`src/hw/rtl/utf8v_pkg.sv`:
```
package utf8v_pkg;

  localparam int unsigned ByteW  = 8;
  localparam int unsigned AccW   = 21;
  localparam int unsigned LeftW  = 2;
  localparam int unsigned ClassW = 2;

  localparam logic [LeftW-1:0]  LeftNone = 2'd0;
  localparam logic [LeftW-1:0]  LeftOne  = 2'd1;

  localparam logic [ClassW-1:0] ClsAscii = 2'd0;
  localparam logic [ClassW-1:0] ClsTwo   = 2'd1;
  localparam logic [ClassW-1:0] ClsThree = 2'd2;
  localparam logic [ClassW-1:0] ClsFour  = 2'd3;

  localparam logic [ByteW-1:0] ByteNul      = 8'h00;
  localparam logic [ByteW-1:0] LeadTwoMin   = 8'hC0;
  localparam logic [ByteW-1:0] LeadThreeMin = 8'hE0;
  localparam logic [ByteW-1:0] LeadFourMin  = 8'hF0;
  localparam logic [ByteW-1:0] LeadMax      = 8'hF4;
  localparam logic [1:0]       ContTag      = 2'b10;

  typedef struct packed {
    logic valid;
    logic ok;
  } verdict_t;

  function automatic logic [AccW-1:0] lead_bits(input logic [ClassW-1:0] cls,
                                                input logic [ByteW-1:0] b);
    logic [ByteW-1:0] m;
    case (cls)
      ClsAscii: m = 8'h7F;
      ClsTwo:   m = 8'h1F;
      ClsThree: m = 8'h0F;
      ClsFour:  m = 8'h07;
      default:  m = 8'h00;
    endcase
    return {{(AccW-ByteW){1'b0}}, b & m};
  endfunction

  function automatic logic in_range(input logic [ClassW-1:0] cls,
                                    input logic [AccW-1:0] v);
    logic [AccW-1:0] lo;
    logic [AccW-1:0] hi;
    case (cls)
      ClsAscii: begin lo = 21'h000000; hi = 21'h00007F; end
      ClsTwo:   begin lo = 21'h000080; hi = 21'h0007FF; end
      ClsThree: begin lo = 21'h000800; hi = 21'h00FFFF; end
      ClsFour:  begin lo = 21'h010000; hi = 21'h10FFFF; end
      default:  begin lo = 21'h000000; hi = 21'h000000; end
    endcase
    return (v >= lo) && (v <= hi);
  endfunction

endpackage

```
`src/hw/rtl/utf8v_core.sv`:
```
module utf8v_core (
  input  logic                        clk,
  input  logic                        rst,
  input  logic                        take,
  input  logic [utf8v_pkg::ByteW-1:0] text_byte,
  output utf8v_pkg::verdict_t         verdict
);
  import utf8v_pkg::*;

  logic [LeftW-1:0]  bytes_left, bytes_left_next;
  logic [ClassW-1:0] seq_class, seq_class_next;
  logic [AccW-1:0]   code_accum, code_accum_next;
  logic              error_seen, error_seen_next;
  logic [AccW-1:0]   shifted;
  logic [ClassW-1:0] lead_cls;

  assign shifted = {code_accum[AccW-7:0], text_byte[5:0]};

  always_comb begin
    if (text_byte < LeadThreeMin) begin
      lead_cls = ClsTwo;
    end else if (text_byte < LeadFourMin) begin
      lead_cls = ClsThree;
    end else begin
      lead_cls = ClsFour;
    end
  end

  always_comb begin
    bytes_left_next = bytes_left;
    seq_class_next  = seq_class;
    code_accum_next = code_accum;
    error_seen_next = error_seen;
    verdict.valid   = 1'b0;
    verdict.ok      = !error_seen && (bytes_left == LeftNone);
    if (take) begin
      if (text_byte == ByteNul) begin
        verdict.valid   = 1'b1;
        bytes_left_next = LeftNone;
        seq_class_next  = ClsAscii;
        code_accum_next = '0;
        error_seen_next = 1'b0;
      end else if (!error_seen) begin
        if (bytes_left == LeftNone) begin
          if (text_byte[7]) begin
            if (text_byte < LeadTwoMin || text_byte > LeadMax) begin
              error_seen_next = 1'b1;
            end else begin
              seq_class_next  = lead_cls;
              bytes_left_next = lead_cls;
              code_accum_next = lead_bits(lead_cls, text_byte);
            end
          end
        end else if (text_byte[7:6] != ContTag) begin
          error_seen_next = 1'b1;
        end else begin
          code_accum_next = shifted;
          bytes_left_next = bytes_left - LeftOne;
          if (bytes_left == LeftOne && !in_range(seq_class, shifted)) begin
            error_seen_next = 1'b1;
          end
        end
      end
    end
  end

  always_ff @(posedge clk) begin
    if (rst) begin
      bytes_left <= LeftNone;
      seq_class  <= ClsAscii;
      code_accum <= '0;
      error_seen <= 1'b0;
    end else begin
      bytes_left <= bytes_left_next;
      seq_class  <= seq_class_next;
      code_accum <= code_accum_next;
      error_seen <= error_seen_next;
    end
  end

endmodule

```
`src/hw/rtl/utf8_string_validator.sv`:
```
// Checks NUL-terminated byte strings for well-formed UTF-8, one byte per
// transfer on the slave side. Every byte is taken in the cycle it arrives
// while s_tready is high (one byte per clock sustained unless two verdicts
// wait); only the terminating zero byte yields a master-side transfer, whose
// bit 0 is 1 for a valid string. Overlong forms and values above 0x10FFFF
// are rejected, surrogates are accepted, and a zero byte in the middle of a
// sequence gives a 0 verdict. A two-entry result buffer lets input continue
// while a verdict waits; s_tready falls only when two verdicts are waiting.
module utf8_string_validator (
  input  logic       clk,
  input  logic       rst,
  input  logic       s_tvalid,
  output logic       s_tready,
  input  logic [7:0] s_tdata,   // [7:0] text_byte
  output logic       m_tvalid,
  input  logic       m_tready,
  output logic [7:0] m_tdata    // [0] string_ok, [7:1] zero
);
  import utf8v_pkg::*;

  verdict_t verdict;
  logic     take;
  logic     pop;
  logic     main_ok;
  logic     skid_valid;
  logic     skid_ok;

  assign s_tready = !skid_valid;
  assign take     = s_tvalid && s_tready;
  assign pop      = m_tvalid && m_tready;
  assign m_tdata  = {7'b0, main_ok};

  utf8v_core u_core (
    .clk       (clk),
    .rst       (rst),
    .take      (take),
    .text_byte (s_tdata),
    .verdict   (verdict)
  );

  always_ff @(posedge clk) begin
    if (rst) begin
      m_tvalid   <= 1'b0;
      skid_valid <= 1'b0;
    end else if (pop) begin
      if (skid_valid) begin
        main_ok    <= skid_ok;
        skid_valid <= 1'b0;
      end else begin
        m_tvalid <= verdict.valid;
        main_ok  <= verdict.ok;
      end
    end else if (verdict.valid) begin
      if (!m_tvalid) begin
        m_tvalid <= 1'b1;
        main_ok  <= verdict.ok;
      end else begin
        skid_valid <= 1'b1;
        skid_ok    <= verdict.ok;
      end
    end
  end

endmodule
```
`config.mk`:
```
export PLATFORM = sky130hd
export DESIGN_NAME = utf8_string_validator
export DESIGN_NICKNAME = d
export VERILOG_FILES = /design/src/hw/rtl/utf8v_pkg.sv /design/src/hw/rtl/utf8v_core.sv /design/src/hw/rtl/utf8_string_validator.sv
export SDC_FILE = /design/constraint.sdc
export NUM_CORES = 1
export LEC_CHECK = 0
export BUFFER_PORTS_ARGS = -buffer_cell sky130_fd_sc_hd__buf_2
export CORE_MARGIN = 2
export CORE_UTILIZATION = 45
export CTS_BUF_LIST = sky130_fd_sc_hd__clkbuf_16
export DETAILED_ROUTE_END_ITERATION = 10
export GPL_TIMING_DRIVEN = 1
export PLACE_DENSITY = 0.69
export SYNTH_ARGS = -nofsm -noshare
export SYNTH_HDL_FRONTEND = slang
export SYNTH_SLANG_ARGS = --single-unit
```
`constraint.sdc`:
```
create_clock -name clk -period 1.9 [get_ports clk]
set_input_delay 0.095 -clock clk [delete_from_list [all_inputs] [get_ports clk]]
set_output_delay 0.095 -clock clk [all_outputs]
set_load 0.01 [all_outputs]
```
# [Word-level counts from Yosys, hierarchy flattened]
# Index checks and enable logic that the tools add are counted.
[word_totals] mem_count=0 wordCells=108 romBits=0 ff_bits=24 mem_bits_rw=0 latchBits=0
[op_classes] shift=0 div_mod_pow=0 eq_ne=15 n_bitwise=3 n_lt_le_gt_ge=6 reduce_logical=23 n_addsub=1 mul=0 n_mux=52
[op_table] op="21-bit 2-to-1 mux" n=10
[op_table] op="21-bit one-hot mux with 4 select lines" n=2
[op_table] op="15-bit 2-to-1 mux" n=6
[op_table] op="8-bit 2-to-1 mux" n=6
[op_table] op="8-bit one-hot mux with 4 select lines" n=1
[op_table] op="8-bit < comparator, second input constant" n=3
[op_table] op="21-bit >= comparator" n=1
[op_table] op="21-bit less-or-equal comparator" n=1
[op_table] op="2-bit 2-to-1 mux" n=10
[op_table] op="1-bit 2-to-1 mux" n=17
[op_table] op="5-bit AND reduction" n=2
[op_table] op="8-bit AND" n=1
[op_table] op="2-bit equality test, second input constant" n=4
[op_table] op="8-bit > comparator, second input constant" n=1
[op_table] op="8-bit logical NOT" n=1
[op_table] op="2-bit by 1-bit equality test with 1-bit output, second input constant" n=3
[op_table] op="2-bit logical NOT" n=3
[op_table] op="2-bit inequality test, second input constant" n=3
[op_table] op="3-bit by 2-bit inequality test with 1-bit output, second input constant" n=2
[op_table] op="2-bit nonzero test" n=3
[op_table] op="1-bit logical AND" n=5
[op_table] op="2-bit by 1-bit inequality test with 1-bit output, second input constant" n=2
[op_table] op="2-bit AND reduction" n=2
[op_table] op="4-bit AND reduction" n=1
[op_table] op="other kinds (7)" n=10

# [Longest topological paths before layout]
# Gate-level depths: netlist of run 1.
[depth] ltp_word=17 depth_mapped=7 mapped_depth_nobuf=7

# [Hierarchy]
# A second synthesis of run 1 with hierarchy kept.
[unflattened] cells_unflattened=179 hier_area_um2=1508.9
[by_module_without_submodules] module="utf8v_core" cells_each=154 n_inst=1 seq_area_each_um2=400.4 area_each_um2=1263.7
[by_module_without_submodules] module="utf8_string_validator" cells_each=25 n_inst=1 seq_area_each_um2=100.1 area_each_um2=245.2

# [Worst setup path before layout of run 1]
# OpenSTA, ideal clock, no wires.
[synth_path] path_type="register to register" startpoint="register u_core.seq_class[1]" endpoint="register u_core.error_seen" period_less_slack_ns=1.750 path_slack_ns=0.150 t_required_ns=1.780 path_stages_with_launch=8 arrival_time_ns=1.630 n_path_buf=0 cell_sequence="dfxtp_1 > inv_1 > ha_1 > a21o_1 > a211o_1 > a21oi_1 > a22oi_1 > o31a_1"
[synth_between] elab_chain_len=16 word_cells_on_any_way=26
[synth_rtl] item="start, declared" line_no="utf8v_core.sv:11" text="logic [ClassW-1:0] seq_class, seq_class_next;"
[synth_rtl] item="start signal, assigned" line_no="utf8v_core.sv:70" text="seq_class <= ClsAscii;"
[synth_rtl] item="start signal, assigned" line_no="utf8v_core.sv:75" text="seq_class <= seq_class_next;"
[synth_rtl] item="2-bit equality test (tied with other cells)" line_no="utf8v_pkg.sv:45" text="case (cls)"
[synth_rtl] item="21-bit one-hot mux with 4 select lines" line_no="utf8v_pkg.sv:45"
[synth_rtl] item="21-bit 2-to-1 mux" line_no="utf8v_core.sv:54" text="end else if (text_byte[7:6] != ContTag) begin"
[synth_rtl] item="21-bit 2-to-1 mux" line_no="utf8v_core.sv:44" text="if (bytes_left == LeftNone) begin"
[synth_rtl] item="21-bit 2-to-1 mux" line_no="utf8v_core.sv:43" text="end else if (!error_seen) begin"
[synth_rtl] item="21-bit 2-to-1 mux" line_no="utf8v_core.sv:37" text="if (text_byte == ByteNul) begin"
[synth_rtl] item="21-bit 2-to-1 mux" line_no="utf8v_core.sv:36" text="if (take) begin"
[synth_rtl] item="21-bit >= comparator / 21-bit less-or-equal comparator (equally long branches)" line_no="utf8v_pkg.sv:52" text="return (v >= lo) && (v <= hi);"
[synth_rtl] item="1-bit logical AND *" line_no="utf8v_pkg.sv:52"
[synth_rtl] item="1-bit logical NOT *" line_no="utf8v_core.sv:59" text="if (bytes_left == LeftOne && !in_range(seq_class, shifted)) begin"
[synth_rtl] item="1-bit logical AND *" line_no="utf8v_core.sv:59"
[synth_rtl] item="1-bit 2-to-1 mux *" line_no="utf8v_core.sv:59"
[synth_rtl] item="1-bit 2-to-1 mux *" line_no="utf8v_core.sv:54"
[synth_rtl] item="1-bit 2-to-1 mux *" line_no="utf8v_core.sv:44"
[synth_rtl] item="1-bit 2-to-1 mux *" line_no="utf8v_core.sv:43"
[synth_rtl] item="1-bit 2-to-1 mux *" line_no="utf8v_core.sv:37"
[synth_rtl] item="end signal, assigned" line_no="utf8v_core.sv:77" text="error_seen <= error_seen_next;"
[synth_rtl] item="end, declared" line_no="utf8v_core.sv:13" text="logic error_seen, error_seen_next;"
# Every way passes the cells marked *; elsewhere a longest branch is shown, timed or not. The select of a mux whose other input is x is not followed.
# A chain may end at the register's enable or synchronous reset.

# [Worst setup path in the final report of run 1]
# Ends and elaborated chain as after synthesis.

==> run summary, run 1 <==
vias in the first global route: 1368
Max clock buf depth: 2
Final Slew Violations: 0
Peak VDD IR: 0.260 mV
Setup Skew: 0.00374 ns
drt total wl: 3820 um
critical path type: reg -> reg
Crit path largest cell delay: 0.38 ns
top cell type by total area after synthesis: dfxtp_1
Netlist cell types: 47
Worst-path clk slew: 0.06 ns
Die ar.: 0.00401 mm2
Die H: 63.3 um
CTS tree: done
max-cap violations: 0
worst-path fanout max: 6
final core utilization: 53.7%
GPL Wtd Cong: 0.913
Mean Syn Cell Area: 8.21 um2
largest net degree at the start of global routing: 25
power per cell area: 653 mW/mm2
Cell Count, Final, Fillers Out: 254
Mapped Area: 0.00158 mm2
Final Hold Vio Count: 0
Synth Flop Type: dfxtp_1
Fillers: 341
vias per cell: 5.81
critical-path cell list: inv_2 -> ha_1 -> a21o_1 -> a211o_1 -> a21oi_1 -> a22oi_1 -> o31a_1
Peak Freq: 552 MHz
startpoint types: flip-flop
# DRC: 0
Inst Count DP: 250
ys async rst share: 0%
sequential share of the synthesized area: 31.6%
via count: 1475
Gate Count Post-Synth: 193
power share of the clock group: 39.2%
Comb pwr share: 16.0%
n_diodes: 0
min cycle time layout: 1.81 ns
number of port buffers: 14
row cnt: 21
synth top area cells: dfxtp_1 28%, ha_1 10%, a21oi_1 7.9%, nand4_1 5.9%, o21ai_0 3.8%
worst setup path end: u_core.error_seen$_SDFFE_PP0P_
initial core utilization: 47.1%
slew margin rel.: 64.3%
Layout area overhead: 14.0%
Setup TNS Final: 0 ns
Pre-antenna DRT Iters: 4
Switch Pwr: 310 uW
footprint of the multi-input gates: 0.00101 mm2
Lkg Pwr: 0.000692 uW
DR WL/cell: 15.1 um
status: complete, no violations
flip-flop and latch area: 503 um2
final setup vio count: 0
EDFF count, synth: 2
unrepaired setup endpoints after global routing: false
Root Buffer: clkbuf_16
Top Ports: 22
worst-margin pin slew: 0.535 ns
Congestion Overflow GR: 0
CP Capture Type: flip-flop
arrival time worst endpoint: 1.96 ns
HPWL Detailed: 2770 um
Die W: 63.3 um
Crit Reg-Reg Startpoint: u_core.seq_class[1]$_SDFFE_PP0P_
GRT Util Overall: 20.6%
Sw Share: 26.3%
Tcrit/Tclk final: 95.4%
Seq cells post-synth: 24
most frequent cells after synthesis: 25 x a21oi_1, 22 x dfxtp_1, 15 x nand4_1
core area: 0.00336 mm2
htree depth: 1
nets: 234
clock latency on the worst-skew pair: 0.26 ns
hold crit path type: in -> reg
initial antenna violation count: 0
layout cells sized above 1: 20.7%
drt initial violations: 33
Critical R2R Capture: u_core.error_seen$_SDFFE_PP0P_
Flop pwr share: 44.9%
share of the synthesized area in the top cell type: 27.8%
WP data required: 2.05 ns
path depth of the worst reg2reg path: 7
Yosys Warn Count: 0
Num CTS Buffers: 3
first-pass GRT wire length: 6560 um
Post-DRT Antenna Nets: 0
critical path startpoint: u_core.seq_class[1]$_SDFFE_PP0P_
CP max stage cell: dfxtp_2
cell-internal power: 870 uW
top-count cell post-synth: a21oi_1
Worst R2R Setup Slack: 0.09 ns
clock sinks: 24
layout by cell type (no fill, tap or decap), types with 3 or more instances in the layout:
cell        n
nand4_1    15
o21ai_1     8
dfxtp_1    20
or4_1       4
buf_4       9
nor3_1      3
buf_2      14
clkbuf_16   3
a21oi_1    24
inv_1       3
o21ai_0    11
conb_1      7
ha_1       13
nand3_1     9
nand2_1    11
nor2_1     11
final cells by class:
| class | instances | share of cell area [%] |
|---|---|---|
| timing repair buffer | 23 | 7.62 |
| tap | 46 | 3.19 |
| clock inverter | 1 | 0.208 |
| multi-input combinational | 153 | 56.1 |
| sequential | 24 | 27.9 |
| clock buffer | 3 | 4.16 |
| inverter | 4 | 0.832 |
state kept, by name, summed over array words and instances (netlist names):
signal	count
u_core.bytes_left	2
skid_ok	1
m_tvalid	1
u_core.code_accum	15
skid_valid	1
u_core.error_seen	1
main_ok	1
u_core.seq_class	2
cell families (layout without fill, tap and decap cells):
kind of cell    count (synthesis)  after routing  share of synthesized area [%]
simple gates                   68             68                           24.0
compound gates                 63             63                           24.7
flops                          24             24                           31.6
buf+inv                        22             31                           7.82
fa+ha+maj                      13             13                           10.3
mux                             2              2                           1.34
other cells                     1              7                          0.237
how the worst min path moves through the flow:
stage / from / end / cells past startpoint
floorplan: rst / u_core.code_accum[12]$_SDFFE_PP0P_ / 1
global placement: m_tready / skid_valid$_SDFFE_PP0P_ / 2
detailed placement: m_tready / skid_valid$_SDFFE_PP0P_ / 2
CTS: m_tready / skid_valid$_SDFFE_PP0P_ / 2
global route: m_tready / skid_valid$_SDFFE_PP0P_ / 2
finish: m_tready / skid_valid$_SDFFE_PP0P_ / 2
stage by stage:
step           worst slack, ns  area [um2]  hold slack, ns  power [uW]
2_1_floorplan            0.150        1610           0.164         667
3_5_place_dp           -0.0592        1690           0.373         717
6_report                0.0874        1810          0.0971        1180
4_1_cts                0.00129        1780          0.0975        1180
3_3_place_gp          -0.00985        1690           0.366         717
5_1_grt                0.00392        1810           0.102        1240
repair_timing:
item / CTS / global route
gates resized for setup: 3 / 7
pin swaps: 0 / 1
buffers inserted: 0 / 0
endpoints found under the setup margin: 1 / 17
hold buffers: 0 / 0
power by group through the flow:
stage | combinational (uW) | clock [uW] | sequential (uW)
2_1_floorplan | 130 | 0 | 537
3_3_place_gp | 177 | 0 | 540
3_5_place_dp | 178 | 0 | 540
4_1_cts | 181 | 471 | 529
5_1_grt | 208 | 497 | 531
6_report | 188 | 462 | 529
critical path, delay by kind of cell (launching register included):
kind / cells / cell delay (ns)
fa+ha+maj: 1 / 0.29
flops: 1 / 0.38
buf+inv: 1 / 0.08
compound gates: 5 / 0.95
per-layer routing:
| layer | vias to the layer above | global-route usage [%] | routed length [um] |
|---|---|---|---|
| met5 | - | 0 | 0 |
| met4 | 0 | 7.34 | 55 |
| met3 | 5 | 3.21 | 264 |
| met2 | 65 | 32.2 | 1800 |
| met1 | 658 | 28.7 | 1710 |
| li1 | 747 | - | - |
No activity file was read; power rests on OpenSTA's default activity.
==> run 2, diff against run 1 <==
Settings changed: ABC_AREA set to 1.
==> run 2 against run 1 <==
  * Global-route usage fell by 1.9 points
  * Register-to-register slack better by 0.10 ns
  * Largest cell class unchanged
  * Critical endpoint unchanged
  * Clock skew up 0.0012 ns
==> run summary, run 2 <==
status: complete, no violations
Comb pwr share: 13.4% (-2.6 points)
Worst-path clk slew: 0.06 ns (about the same)
Layout area overhead: 8.32%
CP Capture Type: flip-flop
synth top area cells: dfxtp_1 27%, nand2_1 14%, ha_1 9.9%, a21oi_1 7.6%, inv_1 7.6%
via count: 1511 (+2.4%)
Final Slew Violations: 0 (unchanged)
Gate Count Post-Synth: 248 (+28%)
# DRC: 0 (unchanged)
Top Ports: 22 (unchanged)
Congestion Overflow GR: 0 (unchanged)
Synth Flop Type: dfxtp_1
max FFs per register: 15 (unchanged)
Setup TNS Final: 0 ns (unchanged)
Cell Count, Final, Fillers Out: 306 (+20%)
hold_buf cts: 0 (unchanged)
GR Util met1: 26.4% (-2.3 points)
cell-internal power: 851 uW (-2.2%)
Mean Syn Cell Area: 6.61 um2 (-19%)
Num CTS Buffers: 3 (unchanged)
Peak VDD IR: 0.364 mV (+40%)
Seq cells post-synth: 24 (unchanged)
Die W: 64.4 um (+1.6%)
first-pass GRT wire length: 6080 um (-7.3%)
total power: 1140 uW (-3.7%)
CTS tree: done
power share of the clock group: 39.7% (+0.5 points)
final core utilization: 52.0% (-1.7 points)
biggest regs: u_core.code_accum x15, u_core.bytes_left x2, u_core.seq_class x2
Yosys Warn Count: 0 (unchanged)
drt initial violations: 49 (+48%)
Tcrit/Tclk final: 89.9% (-5.5 points)
initial antenna violation count: 0 (unchanged)
most frequent cells after synthesis: 62 x nand2_1, 33 x inv_1, 27 x nor2_1
row cnt: 21 (unchanged)
min cycle time layout: 1.71 ns (-0.104 ns)
largest net degree at the start of global routing: 21 (-16%)
placed cell area: 0.00170 mm2 (+0.15%)
critical path type: reg -> reg
Flop pwr share: 46.9% (+2.0 points)
Top Usage Layer GRT: met2
DR WL/cell: 11.6 um (-23%)
clock latency on the worst-skew pair: 0.26 ns (about the same)
CP max stage cell: dfxtp_2
vias in the first global route: 1397 (+2.1%)
Buf/Inv on CP: 0 (-1)
vias per cell: 4.94 (-15%)
met3 Track Usage GR: 2.82% (-0.40 points)
clock sinks: 24 (unchanged)
Inst Count DP: 302 (+21%)
fin area: 0.00178 mm2 (-1.7%)
layout cells sized above 1: 10.8% (-9.9 points)
power per cell area: 640 mW/mm2 (-2.1%)
top-count cell post-synth: nand2_1
GPL Wtd Cong: 0.922 (+0.99%)
startpoint types: flip-flop
met2 Usage GRT: 29.4% (-2.8 points)
drt total wl: 3550 um (-7.2%)
share of the synthesized area in the top cell type: 26.9% (-0.93 points)
Crit path largest cell delay: 0.34 ns (-0.04 ns)
WP data required: 2.05 ns (about the same)
EDFF count, synth: 2 (unchanged)
worst-path fanout max: 6 (unchanged)
Pre-antenna DRT Iters: 4 (unchanged)
Max clock buf depth: 2 (unchanged)
Final Hold Vio Count: 0 (unchanged)
nets: 286 (+22%)
initial core utilization: 48.0% (+0.89 points)
Fillers: 364 (+6.7%)
sequential share of the synthesized area: 30.5% (-1.1 points)
GRT Util Overall: 18.8% (-1.9 points)
HPWL Detailed: 2860 um (+3.2%)
Largest Register: u_core.code_accum
core area: 0.00342 mm2 (+1.6%)
max-cap violations: 0 (unchanged)
n_diodes: 0 (unchanged)
Top delay family on crit path: simple AND/OR/NAND/NOR gates
Die ar.: 0.00414 mm2 (+3.2%)
Netlist cell types: 27 (-43%)
hold crit path type: in -> reg
Die H: 64.4 um (+1.6%)
most frequent cells in the layout: 62 x nand2_1, 34 x inv_1, 27 x nor2_1, 25 x a21oi_1, 23 x nand3_1
ys async rst share: 0% (unchanged)
Sw Share: 25.1% (-1.2 points)
final setup vio count: 0 (unchanged)
htree depth: 1 (unchanged)
top cell type by total area after synthesis: dfxtp_1
Switch Pwr: 285 uW (-8.1%)
unrepaired setup endpoints after global routing: false
Lkg Pwr: 0.000842 uW (+22%)
Mapped Area: 0.00164 mm2 (+3.5%)
most common cell after layout, fill and taps aside: nand2_1
critical-path cell list: nor2_1 -> ha_1 -> nand2_1 -> nor2_1 -> nand2_1 -> nand3_1 -> nand2_1 -> nand2_1 -> nand2_1 -> nand3_1 -> nand2_1 -> nand2_1 -> nand2_1 -> a21oi_1
Post-DRT Antenna Nets: 0 (unchanged)
arrival time worst endpoint: 1.86 ns (-0.10 ns)
most frequent CP cell: nand2_1
number of port buffers: 14 (unchanged)
Setup Skew: 0.00494 ns (+0.00120 ns)
Peak Freq: 585 MHz (+6.1%)
Root Buffer: clkbuf_16
run 2: cell count changes after synthesis, moves of 6 or more:
cell	delta
nand3_1	+14
o21ai_1	-6
nand4_1	-13
nor2_1	+15
inv_1	+29
nand2_1	+51
run 2: worst reg2reg max path, stage by stage (launching register included):
cell     delay (ns)
dfxtp_2        0.34
nor2_1         0.27
ha_1           0.31
nand2_1        0.07
nor2_1         0.05
nand2_1        0.05
nand3_1        0.06
nand2_1        0.06
nand2_1        0.05
nand2_1        0.06
nand3_1        0.06
nand2_1        0.06
nand2_1        0.04
nand2_1        0.05
a21oi_1        0.05
run 2: cell families (layout without fill, tap and decap cells):
logic type	count (synthesis)	after routing	synth area share [%]
buffers and inverters	46	52	13.5
multiplexers	1	1	0.611
adder cells (fa/ha/maj)	13	13	9.92
flip-flops	24	24	30.5
AO/OA/AOI/OAI	38	38	12.7
other	1	7	0.229
AND/OR/NAND/NOR	125	125	32.5
run 2: final timing paths:
check / from / to / slack (ns) / depth (start not counted)
max reg2reg: u_core.seq_class[1]$_SDFFE_PP0P_ / u_core.error_seen$_SDFFE_PP0P_ / 0.19 / 14
max: u_core.seq_class[1]$_SDFFE_PP0P_ / u_core.error_seen$_SDFFE_PP0P_ / 0.19 / 14
min reg2reg: u_core.code_accum[13]$_SDFFE_PP0P_ / u_core.code_accum[13]$_SDFFE_PP0P_ / 0.47 / 2
min: m_tready / m_tvalid$_SDFFE_PP0P_ / 0.13 / 4
run 2: repair_timing:
action,in CTS,in global routing
endpoints found under the setup margin,0,1
buffers inserted,0,0
gates resized for setup,0,1
run 2: through the flow:
stage	hold slack (ns)	setup WS [ns]
6_report	0.135	0.192
5_1_grt	0.157	0.0136
3_3_place_gp	0.393	0.187
4_1_cts	0.133	0.131
2_1_floorplan	0.164	0.320
3_5_place_dp	0.405	0.142
run 2: layout make-up:
class	instances	area, um2	share of cell area [%]
clock inverters	1	3.75	0.211
clock buffers	3	75.1	4.23
well taps	46	57.6	3.24
flip-flops and latches	24	502	28.3
repair buffers	14	70.1	3.95
multi-input cells	184	940	52.9
inverters	34	128	7.19
run 2: routing by layer:
metal  wire length (um)  part of all wire (%)
met3                165                   4.7
met5                  0                     0
met4                 44                   1.2
met1               1840                    52
met2               1500                    42
run 2: power groups by stage:
stage,registers [uW],logic (uW),clock network (uW)
after global routing,534,172,485
after global placement,544,149,0
after floorplan,540,124,0
after detailed placement,544,150,0
final,533,152,451
after CTS,533,151,459
